==> config.mk <==
export PLATFORM = sky130hd
export DESIGN_NAME = lamp_channel_controller
export DESIGN_NICKNAME = d
export VERILOG_FILES = /design/src/design/lcc_pkg.sv /design/src/design/lcc_csr.sv /design/src/design/lcc_ctrl.sv /design/src/design/lcc_dpath.sv /design/src/design/lamp_channel_controller.sv
export SDC_FILE = /design/constraint.sdc
export NUM_CORES = 1
export LEC_CHECK = 0
export BUFFER_PORTS_ARGS = -buffer_cell sky130_fd_sc_hd__buf_2
export CORE_MARGIN = 1.5
export CORE_UTILIZATION = 65
export DETAILED_ROUTE_END_ITERATION = 7
export GPL_TIMING_DRIVEN = 0
export PLACE_DENSITY = 0.83
export RECOVER_POWER = 25
export SLEW_MARGIN = 20
export SYNTH_ARGS = -nofsm -noshare
export SYNTH_HDL_FRONTEND = slang
export SYNTH_SLANG_ARGS = --single-unit
==> constraint.sdc <==
create_clock -name clock -period 9.9 [get_ports clock]
set_clock_uncertainty 0.1 [all_clocks]
set_input_delay 1.98 -clock clock [delete_from_list [all_inputs] [get_ports clock]]
set_output_delay 1.98 -clock clock [all_outputs]
set_load 0.01 [all_outputs]
==> src/design/lcc_pkg.sv <==
// package: types, constants and codes of the lamp channel controller
package lcc_pkg;

   localparam int CHANNELS_DEF = 12;
   localparam int MASK_W       = 12;
   localparam int CSR_DATA_W   = 16;
   localparam int CSR_INDEX_W  = 3;

   localparam logic [6:0]  PCT_FULL    = 7'd100;
   // x / 100 == (x * 5243) >> 19 for every x below 16384
   localparam logic [12:0] RECIP       = 13'd5243;
   localparam int          RECIP_SHIFT = 19;

   typedef enum logic [CSR_INDEX_W-1:0] {
      REG_LAMP_MASK   = 3'd0,
      REG_CORNER_MASK = 3'd1,
      REG_INTENSITY   = 3'd2,
      REG_ON_RAMP     = 3'd3,
      REG_OFF_RAMP    = 3'd4,
      REG_ON_DELAY    = 3'd5,
      REG_OFF_DELAY   = 3'd6,
      REG_N_MINUS_ONE = 3'd7
   } lcc_reg_type;

   typedef enum logic [1:0] {
      PH_RUN = 2'd0,
      PH_ON  = 2'd1,
      PH_OFF = 2'd2
   } lcc_phase_type;

   typedef enum logic [1:0] {
      ST_NONE = 2'd0,
      ST_OFF  = 2'd1,
      ST_ON   = 2'd2,
      ST_ERR  = 2'd3
   } lcc_status_type;

   typedef struct packed {
      logic [7:0]        tick_time;
      logic              lamp_request;
      logic [6:0]        afs_duty;
      logic [4:0]        derate_flags;
      logic [MASK_W-1:0] stored_faults;
      logic [MASK_W-1:0] live_faults;
      logic [MASK_W-1:0] sensor_faults;
      logic              corner_fault;
   } lcc_req_type;

   typedef struct packed {
      logic              shut_valid;
      logic [MASK_W-1:0] shut_mask;
      logic              drive_valid;
      logic [MASK_W-1:0] drive_mask;
      logic [6:0]        drive_duty;
      logic              corner_valid;
      logic [6:0]        corner_duty;
      logic              status_valid;
      logic [1:0]        lamp_status;
   } lcc_rsp_type;

   typedef struct packed {
      logic [MASK_W-1:0] lamp_mask;
      logic [MASK_W-1:0] corner_mask;
      logic [6:0]        intensity_pct;
      logic [15:0]       on_ramp;
      logic [15:0]       off_ramp;
      logic [7:0]        on_delay;
      logic [7:0]        off_delay;
      logic              n_minus_one;
   } lcc_cfg_type;

   // controller to datapath
   typedef struct packed {
      logic load;
      logic mul;
      logic div;
      logic rescale;
      logic commit;
      logic pass2;
   } lcc_cmd_type;

   // datapath to controller
   typedef struct packed {
      logic shared;
      logic out_free;
   } lcc_sts_type;

endpackage

==> src/design/lcc_csr.sv <==
// configuration register file
module lcc_csr #(
   parameter int CHANNELS = lcc_pkg::CHANNELS_DEF
) (
   input  logic                               clock,
   input  logic                               reset,
   input  logic                               csr_we,
   input  logic [lcc_pkg::CSR_INDEX_W-1:0]    csr_index,
   input  logic [lcc_pkg::CSR_DATA_W-1:0]     csr_wdata,
   output lcc_pkg::lcc_cfg_type               cfg
);
   import lcc_pkg::*;

   localparam logic [MASK_W-1:0] CH_MASK = MASK_W'((1 << CHANNELS) - 1);

   lcc_cfg_type cfg_ff;

   always_ff @(posedge clock) begin
      if (reset) begin
         cfg_ff <= '{lamp_mask: '0, corner_mask: '0, intensity_pct: PCT_FULL,
                     on_ramp: '0, off_ramp: '0, on_delay: '0, off_delay: '0,
                     n_minus_one: 1'b0};
      end else if (csr_we) begin
         case (csr_index)
            REG_LAMP_MASK:   cfg_ff.lamp_mask     <= csr_wdata[MASK_W-1:0] & CH_MASK;
            REG_CORNER_MASK: cfg_ff.corner_mask   <= csr_wdata[MASK_W-1:0] & CH_MASK;
            REG_INTENSITY:   cfg_ff.intensity_pct <= csr_wdata[6:0];
            REG_ON_RAMP:     cfg_ff.on_ramp       <= csr_wdata;
            REG_OFF_RAMP:    cfg_ff.off_ramp      <= csr_wdata;
            REG_ON_DELAY:    cfg_ff.on_delay      <= csr_wdata[7:0];
            REG_OFF_DELAY:   cfg_ff.off_delay     <= csr_wdata[7:0];
            REG_N_MINUS_ONE: cfg_ff.n_minus_one   <= csr_wdata[0];
            default: ;
         endcase
      end
   end

   assign cfg = cfg_ff;

endmodule

==> src/design/lcc_ctrl.sv <==
// controller state machine: sequences the shared scaling multiplier
module lcc_ctrl (
   input  logic                 clock,
   input  logic                 reset,
   input  logic                 req_valid,
   output logic                 req_stall,
   input  lcc_pkg::lcc_sts_type sts,
   output lcc_pkg::lcc_cmd_type cmd
);
   import lcc_pkg::*;

   typedef enum logic [3:0] {
      S_IDLE = 4'b0001,
      S_MUL  = 4'b0010,
      S_DIV  = 4'b0100,
      S_FIN  = 4'b1000
   } state_type;

   state_type state_ff, state_in;
   logic      pass2_ff, pass2_in;

   always_comb begin
      state_in  = state_ff;
      pass2_in  = pass2_ff;
      cmd       = '0;
      cmd.pass2 = pass2_ff;
      case (state_ff)
         S_IDLE: begin
            if (req_valid) begin
               cmd.load = 1'b1;
               pass2_in = 1'b0;
               state_in = S_MUL;
            end
         end
         S_MUL: begin
            cmd.mul  = 1'b1;
            state_in = S_DIV;
         end
         S_DIV: begin
            cmd.div  = 1'b1;
            state_in = S_FIN;
         end
         S_FIN: begin
            // shared mode scales the target a second time
            if (sts.shared && !pass2_ff) begin
               cmd.rescale = 1'b1;
               pass2_in    = 1'b1;
               state_in    = S_MUL;
            end else if (sts.out_free) begin
               cmd.commit = 1'b1;
               state_in   = S_IDLE;
            end
         end
         default: state_in = S_IDLE;
      endcase
   end

   always_ff @(posedge clock) begin
      if (reset) begin
         state_ff <= S_IDLE;
         pass2_ff <= 1'b0;
      end else begin
         state_ff <= state_in;
         pass2_ff <= pass2_in;
      end
   end

   assign req_stall = (state_ff != S_IDLE);

endmodule

==> src/design/lcc_dpath.sv <==
// datapath: duty scaling, channel state, counters and result register
module lcc_dpath #(
   parameter int CHANNELS = lcc_pkg::CHANNELS_DEF
) (
   input  logic                 clock,
   input  logic                 reset,
   input  lcc_pkg::lcc_cfg_type cfg,
   input  lcc_pkg::lcc_req_type req_data,
   input  lcc_pkg::lcc_cmd_type cmd,
   output lcc_pkg::lcc_sts_type sts,
   output logic                 rsp_valid,
   input  logic                 rsp_stall,
   output lcc_pkg::lcc_rsp_type rsp_data
);
   import lcc_pkg::*;

   localparam logic [MASK_W-1:0] CH_MASK = MASK_W'((1 << CHANNELS) - 1);

   // working registers
   lcc_req_type item_ff;
   logic [6:0]  op_ff;
   logic [13:0] prod_ff;
   logic [7:0]  q_ff;
   logic [6:0]  afs_ff;

   // lamp state
   logic [6:0]        target_ff;
   logic [MASK_W-1:0] active_ff;
   lcc_phase_type     phase_ff;
   logic [7:0]        on_dly_ff, off_dly_ff;
   logic              prev_req_ff;
   logic [15:0]       on_ramp_ff, off_ramp_ff;
   lcc_status_type    status_ff;

   // result register
   logic        rsp_valid_ff;
   lcc_rsp_type rsp_data_ff;

   // next values
   logic [6:0]        target_in;
   logic [MASK_W-1:0] active_in;
   lcc_phase_type     phase_in;
   logic [7:0]        on_dly_in, off_dly_in;
   logic [15:0]       on_ramp_in, off_ramp_in;
   lcc_status_type    status_in;
   lcc_rsp_type       rsp_in;

   logic [26:0]       recip_prod;
   logic [6:0]        scaled, a_val, basic, tgt;
   logic              shared, lamp_on, skip, bad;
   logic [MASK_W-1:0] stored, live, sensor, act0, err;
   logic [8:0]        dly_sum;
   logic [16:0]       ramp_sum;

   assign shared     = (cfg.corner_mask == cfg.lamp_mask);
   assign lamp_on    = (cfg.lamp_mask != '0);
   assign recip_prod = 27'(prod_ff) * 27'(RECIP);
   assign scaled     = (q_ff > 8'(PCT_FULL)) ? PCT_FULL : q_ff[6:0];
   assign a_val      = cmd.pass2 ? afs_ff : scaled;
   assign basic      = item_ff.lamp_request ?
                       ((cfg.intensity_pct > PCT_FULL) ? PCT_FULL : cfg.intensity_pct) : 7'd0;
   assign tgt        = (a_val != 7'd0) ? a_val : basic;
   assign stored     = item_ff.stored_faults & CH_MASK;
   assign live       = item_ff.live_faults & CH_MASK;
   assign sensor     = item_ff.sensor_faults & CH_MASK;

   always_comb begin
      target_in   = target_ff;
      active_in   = active_ff;
      phase_in    = phase_ff;
      on_dly_in   = on_dly_ff;
      off_dly_in  = off_dly_ff;
      on_ramp_in  = on_ramp_ff;
      off_ramp_in = off_ramp_ff;
      status_in   = status_ff;
      rsp_in      = '0;
      skip        = 1'b0;
      bad         = 1'b0;
      act0        = active_ff;
      err         = '0;
      dly_sum     = '0;
      ramp_sum    = '0;

      if (lamp_on) begin
         target_in = tgt;
         if (shared) begin
            rsp_in.corner_valid = 1'b1;
            rsp_in.corner_duty  = scaled;
         end else begin
            // edges of the target reload channels or enter a delay phase
            if (target_ff == 7'd0 && tgt != 7'd0) begin
               act0     = cfg.lamp_mask;
               phase_in = PH_ON;
            end else if (target_ff != 7'd0 && tgt == 7'd0) begin
               phase_in = PH_OFF;
            end
            active_in = act0;
            if (tgt != 7'd0) begin
               rsp_in.shut_valid = 1'b1;
               if (item_ff.derate_flags != '0) begin
                  rsp_in.shut_mask = act0;
                  skip             = 1'b1;
               end else begin
                  err = act0 & stored;
                  if (cfg.n_minus_one && err != '0) begin
                     err = act0;
                  end
                  active_in        = act0 ^ err;
                  rsp_in.shut_mask = err;
               end
            end
            if (!skip) begin
               case (phase_in)
                  PH_ON: begin
                     dly_sum = {1'b0, on_dly_ff} + {1'b0, item_ff.tick_time};
                     on_dly_in = dly_sum[8] ? 8'hFF : dly_sum[7:0];
                     if (on_dly_in >= cfg.on_delay) begin
                        on_dly_in = '0;
                        phase_in  = PH_RUN;
                     end
                  end
                  PH_OFF: begin
                     dly_sum = {1'b0, off_dly_ff} + {1'b0, item_ff.tick_time};
                     off_dly_in = dly_sum[8] ? 8'hFF : dly_sum[7:0];
                     if (off_dly_in >= cfg.off_delay) begin
                        off_dly_in = '0;
                        phase_in   = PH_RUN;
                     end
                  end
                  default: begin
                     rsp_in.drive_valid = 1'b1;
                     rsp_in.drive_mask  = active_in;
                     rsp_in.drive_duty  = tgt;
                  end
               endcase
            end
         end

         // ramp timers gate the status report
         if (item_ff.lamp_request != prev_req_ff) begin
            on_ramp_in  = '0;
            off_ramp_in = '0;
         end else if (item_ff.lamp_request) begin
            if (on_ramp_ff < cfg.on_ramp) begin
               ramp_sum   = {1'b0, on_ramp_ff} + 17'(item_ff.tick_time);
               on_ramp_in = ramp_sum[16] ? 16'hFFFF : ramp_sum[15:0];
            end else begin
               if (shared) begin
                  bad = item_ff.corner_fault;
               end else begin
                  bad = (item_ff.derate_flags[4:2] != '0) ||
                        ((cfg.lamp_mask & live) != '0) ||
                        ((cfg.lamp_mask & sensor) != '0) ||
                        (active_in != cfg.lamp_mask);
               end
               rsp_in.status_valid = 1'b1;
               status_in           = bad ? ST_ERR : ST_ON;
            end
         end else begin
            if (off_ramp_ff < cfg.off_ramp) begin
               ramp_sum    = {1'b0, off_ramp_ff} + 17'(item_ff.tick_time);
               off_ramp_in = ramp_sum[16] ? 16'hFFFF : ramp_sum[15:0];
            end else begin
               rsp_in.status_valid = 1'b1;
               status_in           = ST_OFF;
            end
         end
      end
      rsp_in.lamp_status = status_in;
   end

   // scaling pipeline, no reset needed
   always_ff @(posedge clock) begin
      if (cmd.load) begin
         item_ff <= req_data;
         op_ff   <= req_data.afs_duty;
      end
      if (cmd.mul) begin
         prod_ff <= 14'(op_ff) * 14'(cfg.intensity_pct);
      end
      if (cmd.div) begin
         q_ff <= 8'(recip_prod >> RECIP_SHIFT);
      end
      if (cmd.rescale) begin
         afs_ff <= scaled;
         op_ff  <= tgt;
      end
      if (cmd.commit) begin
         rsp_data_ff <= rsp_in;
      end
   end

   always_ff @(posedge clock) begin
      if (reset) begin
         target_ff    <= '0;
         active_ff    <= '0;
         phase_ff     <= PH_RUN;
         on_dly_ff    <= '0;
         off_dly_ff   <= '0;
         prev_req_ff  <= 1'b0;
         on_ramp_ff   <= '0;
         off_ramp_ff  <= '0;
         status_ff    <= ST_NONE;
         rsp_valid_ff <= 1'b0;
      end else begin
         if (cmd.commit) begin
            rsp_valid_ff <= 1'b1;
            if (lamp_on) begin
               target_ff   <= target_in;
               active_ff   <= active_in;
               phase_ff    <= phase_in;
               on_dly_ff   <= on_dly_in;
               off_dly_ff  <= off_dly_in;
               prev_req_ff <= item_ff.lamp_request;
               on_ramp_ff  <= on_ramp_in;
               off_ramp_ff <= off_ramp_in;
               status_ff   <= status_in;
            end
         end else if (!rsp_stall) begin
            rsp_valid_ff <= 1'b0;
         end
      end
   end

   assign sts.shared   = shared;
   assign sts.out_free = !rsp_valid_ff || !rsp_stall;
   assign rsp_valid    = rsp_valid_ff;
   assign rsp_data     = rsp_data_ff;

endmodule

==> src/design/lamp_channel_controller.sv <==
// top level of the lamp channel controller
//
// usage
// - req channel: one transaction per lamp tick (elapsed time, request, adaptive
//   duty, derating flags, fault masks); accepted when req_valid is high and
//   req_stall is low
// - rsp channel: exactly one result transaction per tick (shut, drive, corner
//   and status commands), held in an output register until rsp_stall is low
// - csr port: csr_we writes register csr_index with csr_wdata; write only
//   while no tick is in flight
// - sequence: each accepted tick passes the single percentage multiplier and
//   its reciprocal divide-by-100 stage once per scaled duty, twice in
//   shared-channel mode, then commits; the next tick is accepted only after
//   the commit
// - a stalled result blocks only the final commit: the next tick's scaling
//   runs while the previous result waits
// - reset: synchronous, active high; registers return to their defaults
//   (intensity 100 percent), lamp state clears, result register empties
//
module lamp_channel_controller #(
   parameter int CHANNELS = lcc_pkg::CHANNELS_DEF
) (
   input  logic                            clock,
   input  logic                            reset,
   // tick input channel
   input  logic                            req_valid,
   output logic                            req_stall,
   input  lcc_pkg::lcc_req_type            req_data,
   // result channel
   output logic                            rsp_valid,
   input  logic                            rsp_stall,
   output lcc_pkg::lcc_rsp_type            rsp_data,
   // configuration write port
   input  logic                            csr_we,
   input  logic [lcc_pkg::CSR_INDEX_W-1:0] csr_index,
   input  logic [lcc_pkg::CSR_DATA_W-1:0]  csr_wdata
);
   import lcc_pkg::*;

   lcc_cfg_type cfg;
   lcc_cmd_type cmd;
   lcc_sts_type sts;

   // configuration registers, masks limited to the channel count
   lcc_csr #(
      .CHANNELS (CHANNELS)
   ) u_csr (
      .clock     (clock),
      .reset     (reset),
      .csr_we    (csr_we),
      .csr_index (csr_index),
      .csr_wdata (csr_wdata),
      .cfg       (cfg)
   );

   // sequencer: accept, multiply, divide, then commit or rescale
   lcc_ctrl u_ctrl (
      .clock     (clock),
      .reset     (reset),
      .req_valid (req_valid),
      .req_stall (req_stall),
      .sts       (sts),
      .cmd       (cmd)
   );

   // scaling, channel bookkeeping, counters and the result register
   lcc_dpath #(
      .CHANNELS (CHANNELS)
   ) u_dpath (
      .clock     (clock),
      .reset     (reset),
      .cfg       (cfg),
      .req_data  (req_data),
      .cmd       (cmd),
      .sts       (sts),
      .rsp_valid (rsp_valid),
      .rsp_stall (rsp_stall),
      .rsp_data  (rsp_data)
   );

endmodule

==> impl_metrics.tcl <==
set metrics [dict create \
    swShare_pct 27.5 \
    synth-compound-area-share_pct 14.5 \
    io_pins 128 \
    slowest_stage "edfxtp_1" \
    coreArea_sq_mm 0.0287 \
    wl_um 49400 \
    final_antenna_net_count 0 \
    max_freq_ghz 0.179 \
    dieHeight_um 174 \
    h-tree-depth 1 \
    critical_path.cell_chain "ha_1, inv_1, fa_1, fa_1, inv_1, fa_1, fa_1, ha_1, a21o_1, a21oi_1, o21ai_0, a21oi_1, o211ai_1, a211oi_1, o21ai_0, a31o_2, a21oi_1, xnor2_1" \
    clk_transition_reported_paths_ns 0.06 \
    required_ns 10.11 \
    drt-pass1-iter-count 8 \
    end_kind "flop" \
    power.density_mw_per_mm2 146 \
    place_congestion 1.01 \
    layout-drive-gt1-share_pct 9.25 \
    period_minus_slack_ns 5.58 \
    initial_core_util_pct 66.1 \
    numCtsBuffers 30 \
    syn_to_final_growth_pct 11.5 \
    synth_edf_count 131 \
    power_leakage_nw 8.91 \
    die_w_um 174 \
    p_clk_share_pct 37.7 \
    final_common_cell "nand2_1" \
    synth_flop_cell "dfxtp_1" \
    ys_seq_area_share_pct 37.4 \
    vias 15800 \
    overflow 0 \
    outcome "finished, final reports clean" \
    synthMuxAreaShare_pct 0.587 \
    pwr-share-seq_pct 42.7 \
    clkSinkCount 289 \
    hold_ws_ns 0.356 \
    cts_tree "built" \
    reg2reg_depth 18 \
    vias_per_cell 6.01 \
    hold_viol 0 \
    layout_worst_path_cycle_share_pct 56.4 \
    num_antenna_cells 0 \
    rsz0062_at_grt "no" \
    cts_resized 0 \
    grt_util_all_layers_pct 32.8 \
    p_comb_share_pct 19.6 \
    grt_pass1_wl_um 78900 \
    final_cell_mix "nand2_1, inv_1, ha_1, a21oi_1" \
    ir_worst_vdd_uv 165 \
    synthesis.nets 2437 \
    synthXorXnorAreaFrac_pct 2.26 \
    worstMarginPinSlew_ns 1.14 \
    die_area_sq_mm 0.0302 \
    crit_path_start_kind "flop" \
    clock_latency_ns 0.57 \
    power_switching_mw 0.849 \
    wl_per_cell_um 18.8 \
    drtIter0Drc 1311 \
    tns_ns 0 \
    yosys_warnings 0 \
    p_int_mw 2.24 \
    crit_path_max_incr_delay_ns 0.56 \
    worst_slew_margin_rel_pct 23.3 \
    setup-violations-final 0 \
    synthCells 2054 \
    crit_fanout 6 \
    final_nets 2598 \
    drv_cap 0 \
    critPathMostFrequentCell "fa_1" \
    clockRootBuffer "clkbuf_16" \
    synth-seq-cells 289 \
    rows 62 \
    antenna_found_initial 0 \
    grt_pass1_vias 15800 \
    dp_hpwl_um 37400 \
    hold_depth 2 \
    synth_area_sq_mm 0.0190 \
    avgSynthCellArea_sq_um 9.24 \
    grt_max_degree 32 \
    drv_slew 0 \
    io_buffers 123 \
    synth_top_family_by_area "adder cells" \
    critPathArrivalTime_ns 5.79 \
    yosysUniqueCellTypes 76 \
    hp-class "flop to flop" \
    cts_setup_buffers 0 \
    clk_path_buf_depth 3 \
    yosys.area_share.simple_pct 15.1 \
    drc_errors 0 \
    synth-async-reset-ratio_pct 0 \
    setup.worst_path.class "flop to flop" \
    postCtsHoldBufs 0 \
    synthAdderAreaFrac_pct 23.4 \
]
[power groups by stage]
stage                     Clock (mW)  Sequential [mW]  Combinational, mW
final                           1.16             1.32              0.605
after global routing            1.22             1.32              0.693
after global placement             0             1.34              0.562
after CTS                       1.17             1.32              0.610
after floorplan                    0             1.33              0.436
after detailed placement           0             1.34              0.600
[final timing paths]
path                       startpoint         endpoint  slack (ns)
hold reg to reg         u_csr.cfg[10]    u_csr.cfg[10]        0.36
hold / removal          u_csr.cfg[10]    u_csr.cfg[10]        0.36
setup reg to reg  u_dpath.prod_ff[10]  u_dpath.q_ff[7]        4.32
setup / recovery  u_dpath.prod_ff[10]  u_dpath.q_ff[7]        4.32
[cells by family after synthesis]
| group | Yosys count |
|---|---|
| xor gates and xnor gates | 49 |
| AOI/OAI and AO/OA | 438 |
| buffers and inverters | 334 |
| and+or+nand+nor | 632 |
| adders and majority gates | 301 |
| muxes | 11 |
| DFF | 289 |
[through the flow]
stage	cells	util [%]	power (mW)	instance area [sq um]	setup WS [ns]
after detailed placement	2567	70.3	1.94	20200	4.29
after global routing	2622	73.7	3.23	21200	3.92
after CTS	2622	73.8	3.10	21200	4.25
after global placement	2561	69.9	1.90	20100	2.13
after floorplan	2054	-	1.77	19000	3.89
final	2622	73.7	3.09	21200	4.32
[area by class of cell]
class	count	area, sq um
plain buffers	77	323
clock buffers	39	836
clock inverters	16	179
fillers	2025	7540
inverters	257	965
multi-input cells	1431	10600
flip-flops and latches	289	7100
well taps	384	480
repair buffers	129	687
[state kept, by name, summed over array words and instances (netlist names), 4 cells and up]
| signal | count |
|---|---|
| u_dpath.op_ff | 7 |
| u_dpath.target_ff | 7 |
| u_dpath.q_ff | 8 |
| u_dpath.afs_ff | 7 |
| u_dpath.on_ramp_ff | 16 |
| u_dpath.off_dly_ff | 8 |
| u_dpath.prod_ff | 14 |
| u_dpath.live | 12 |
| u_dpath.off_ramp_ff | 16 |
| u_dpath.sensor | 12 |
| u_dpath.rsp_data | 44 |
| u_dpath.active_ff | 12 |
| u_csr.cfg | 80 |
| u_dpath.on_dly_ff | 8 |
| u_ctrl.state_ff | 4 |
| u_dpath.item_ff | 15 |
| u_dpath.stored | 12 |
[synth_stat cells, drive strengths merged (17+ instances only)]
master | number | area share, %
clkbuf | 64 | 1.3
nor3 | 55 | 1.5
o21ai | 71 | 2.0
dfxtp | 158 | 17
a22oi | 22 | 0.87
a31oi | 18 | 0.59
nor2b | 17 | 0.56
inv | 257 | 5.1
a21oi | 196 | 5.2
nor2 | 160 | 3.2
xnor2 | 26 | 1.2
nand2b | 20 | 0.66
edfxtp | 131 | 21
and2 | 32 | 1.1
xor2 | 23 | 1.1
ha | 210 | 14
a211oi | 26 | 1.1
fa | 91 | 9.6
nand3 | 21 | 0.55
a21o | 27 | 1.1
nand2 | 262 | 5.2
[critical path, delay by kind of cell (launching register included)]
| family | cells | cell delay [ns] |
|---|---|---|
| adder cells (fa/ha/maj) | 6 | 2.72 |
| AO/OA/AOI/OAI | 9 | 1.74 |
| flip-flops | 1 | 0.56 |
| buffers and inverters | 2 | 0.12 |
| XOR/XNOR | 1 | 0.09 |
[layer usage]
| metal | GRT usage, % | part of all wire (%) |
|---|---|---|
| met1 | 40.7 | 39 |
| met2 | 56.0 | 48 |
| met3 | 5.00 | 7.3 |
| met4 | 15.8 | 4.9 |
| met5 | 0 | 0 |
No activity file was read; power rests on OpenSTA's default activity.
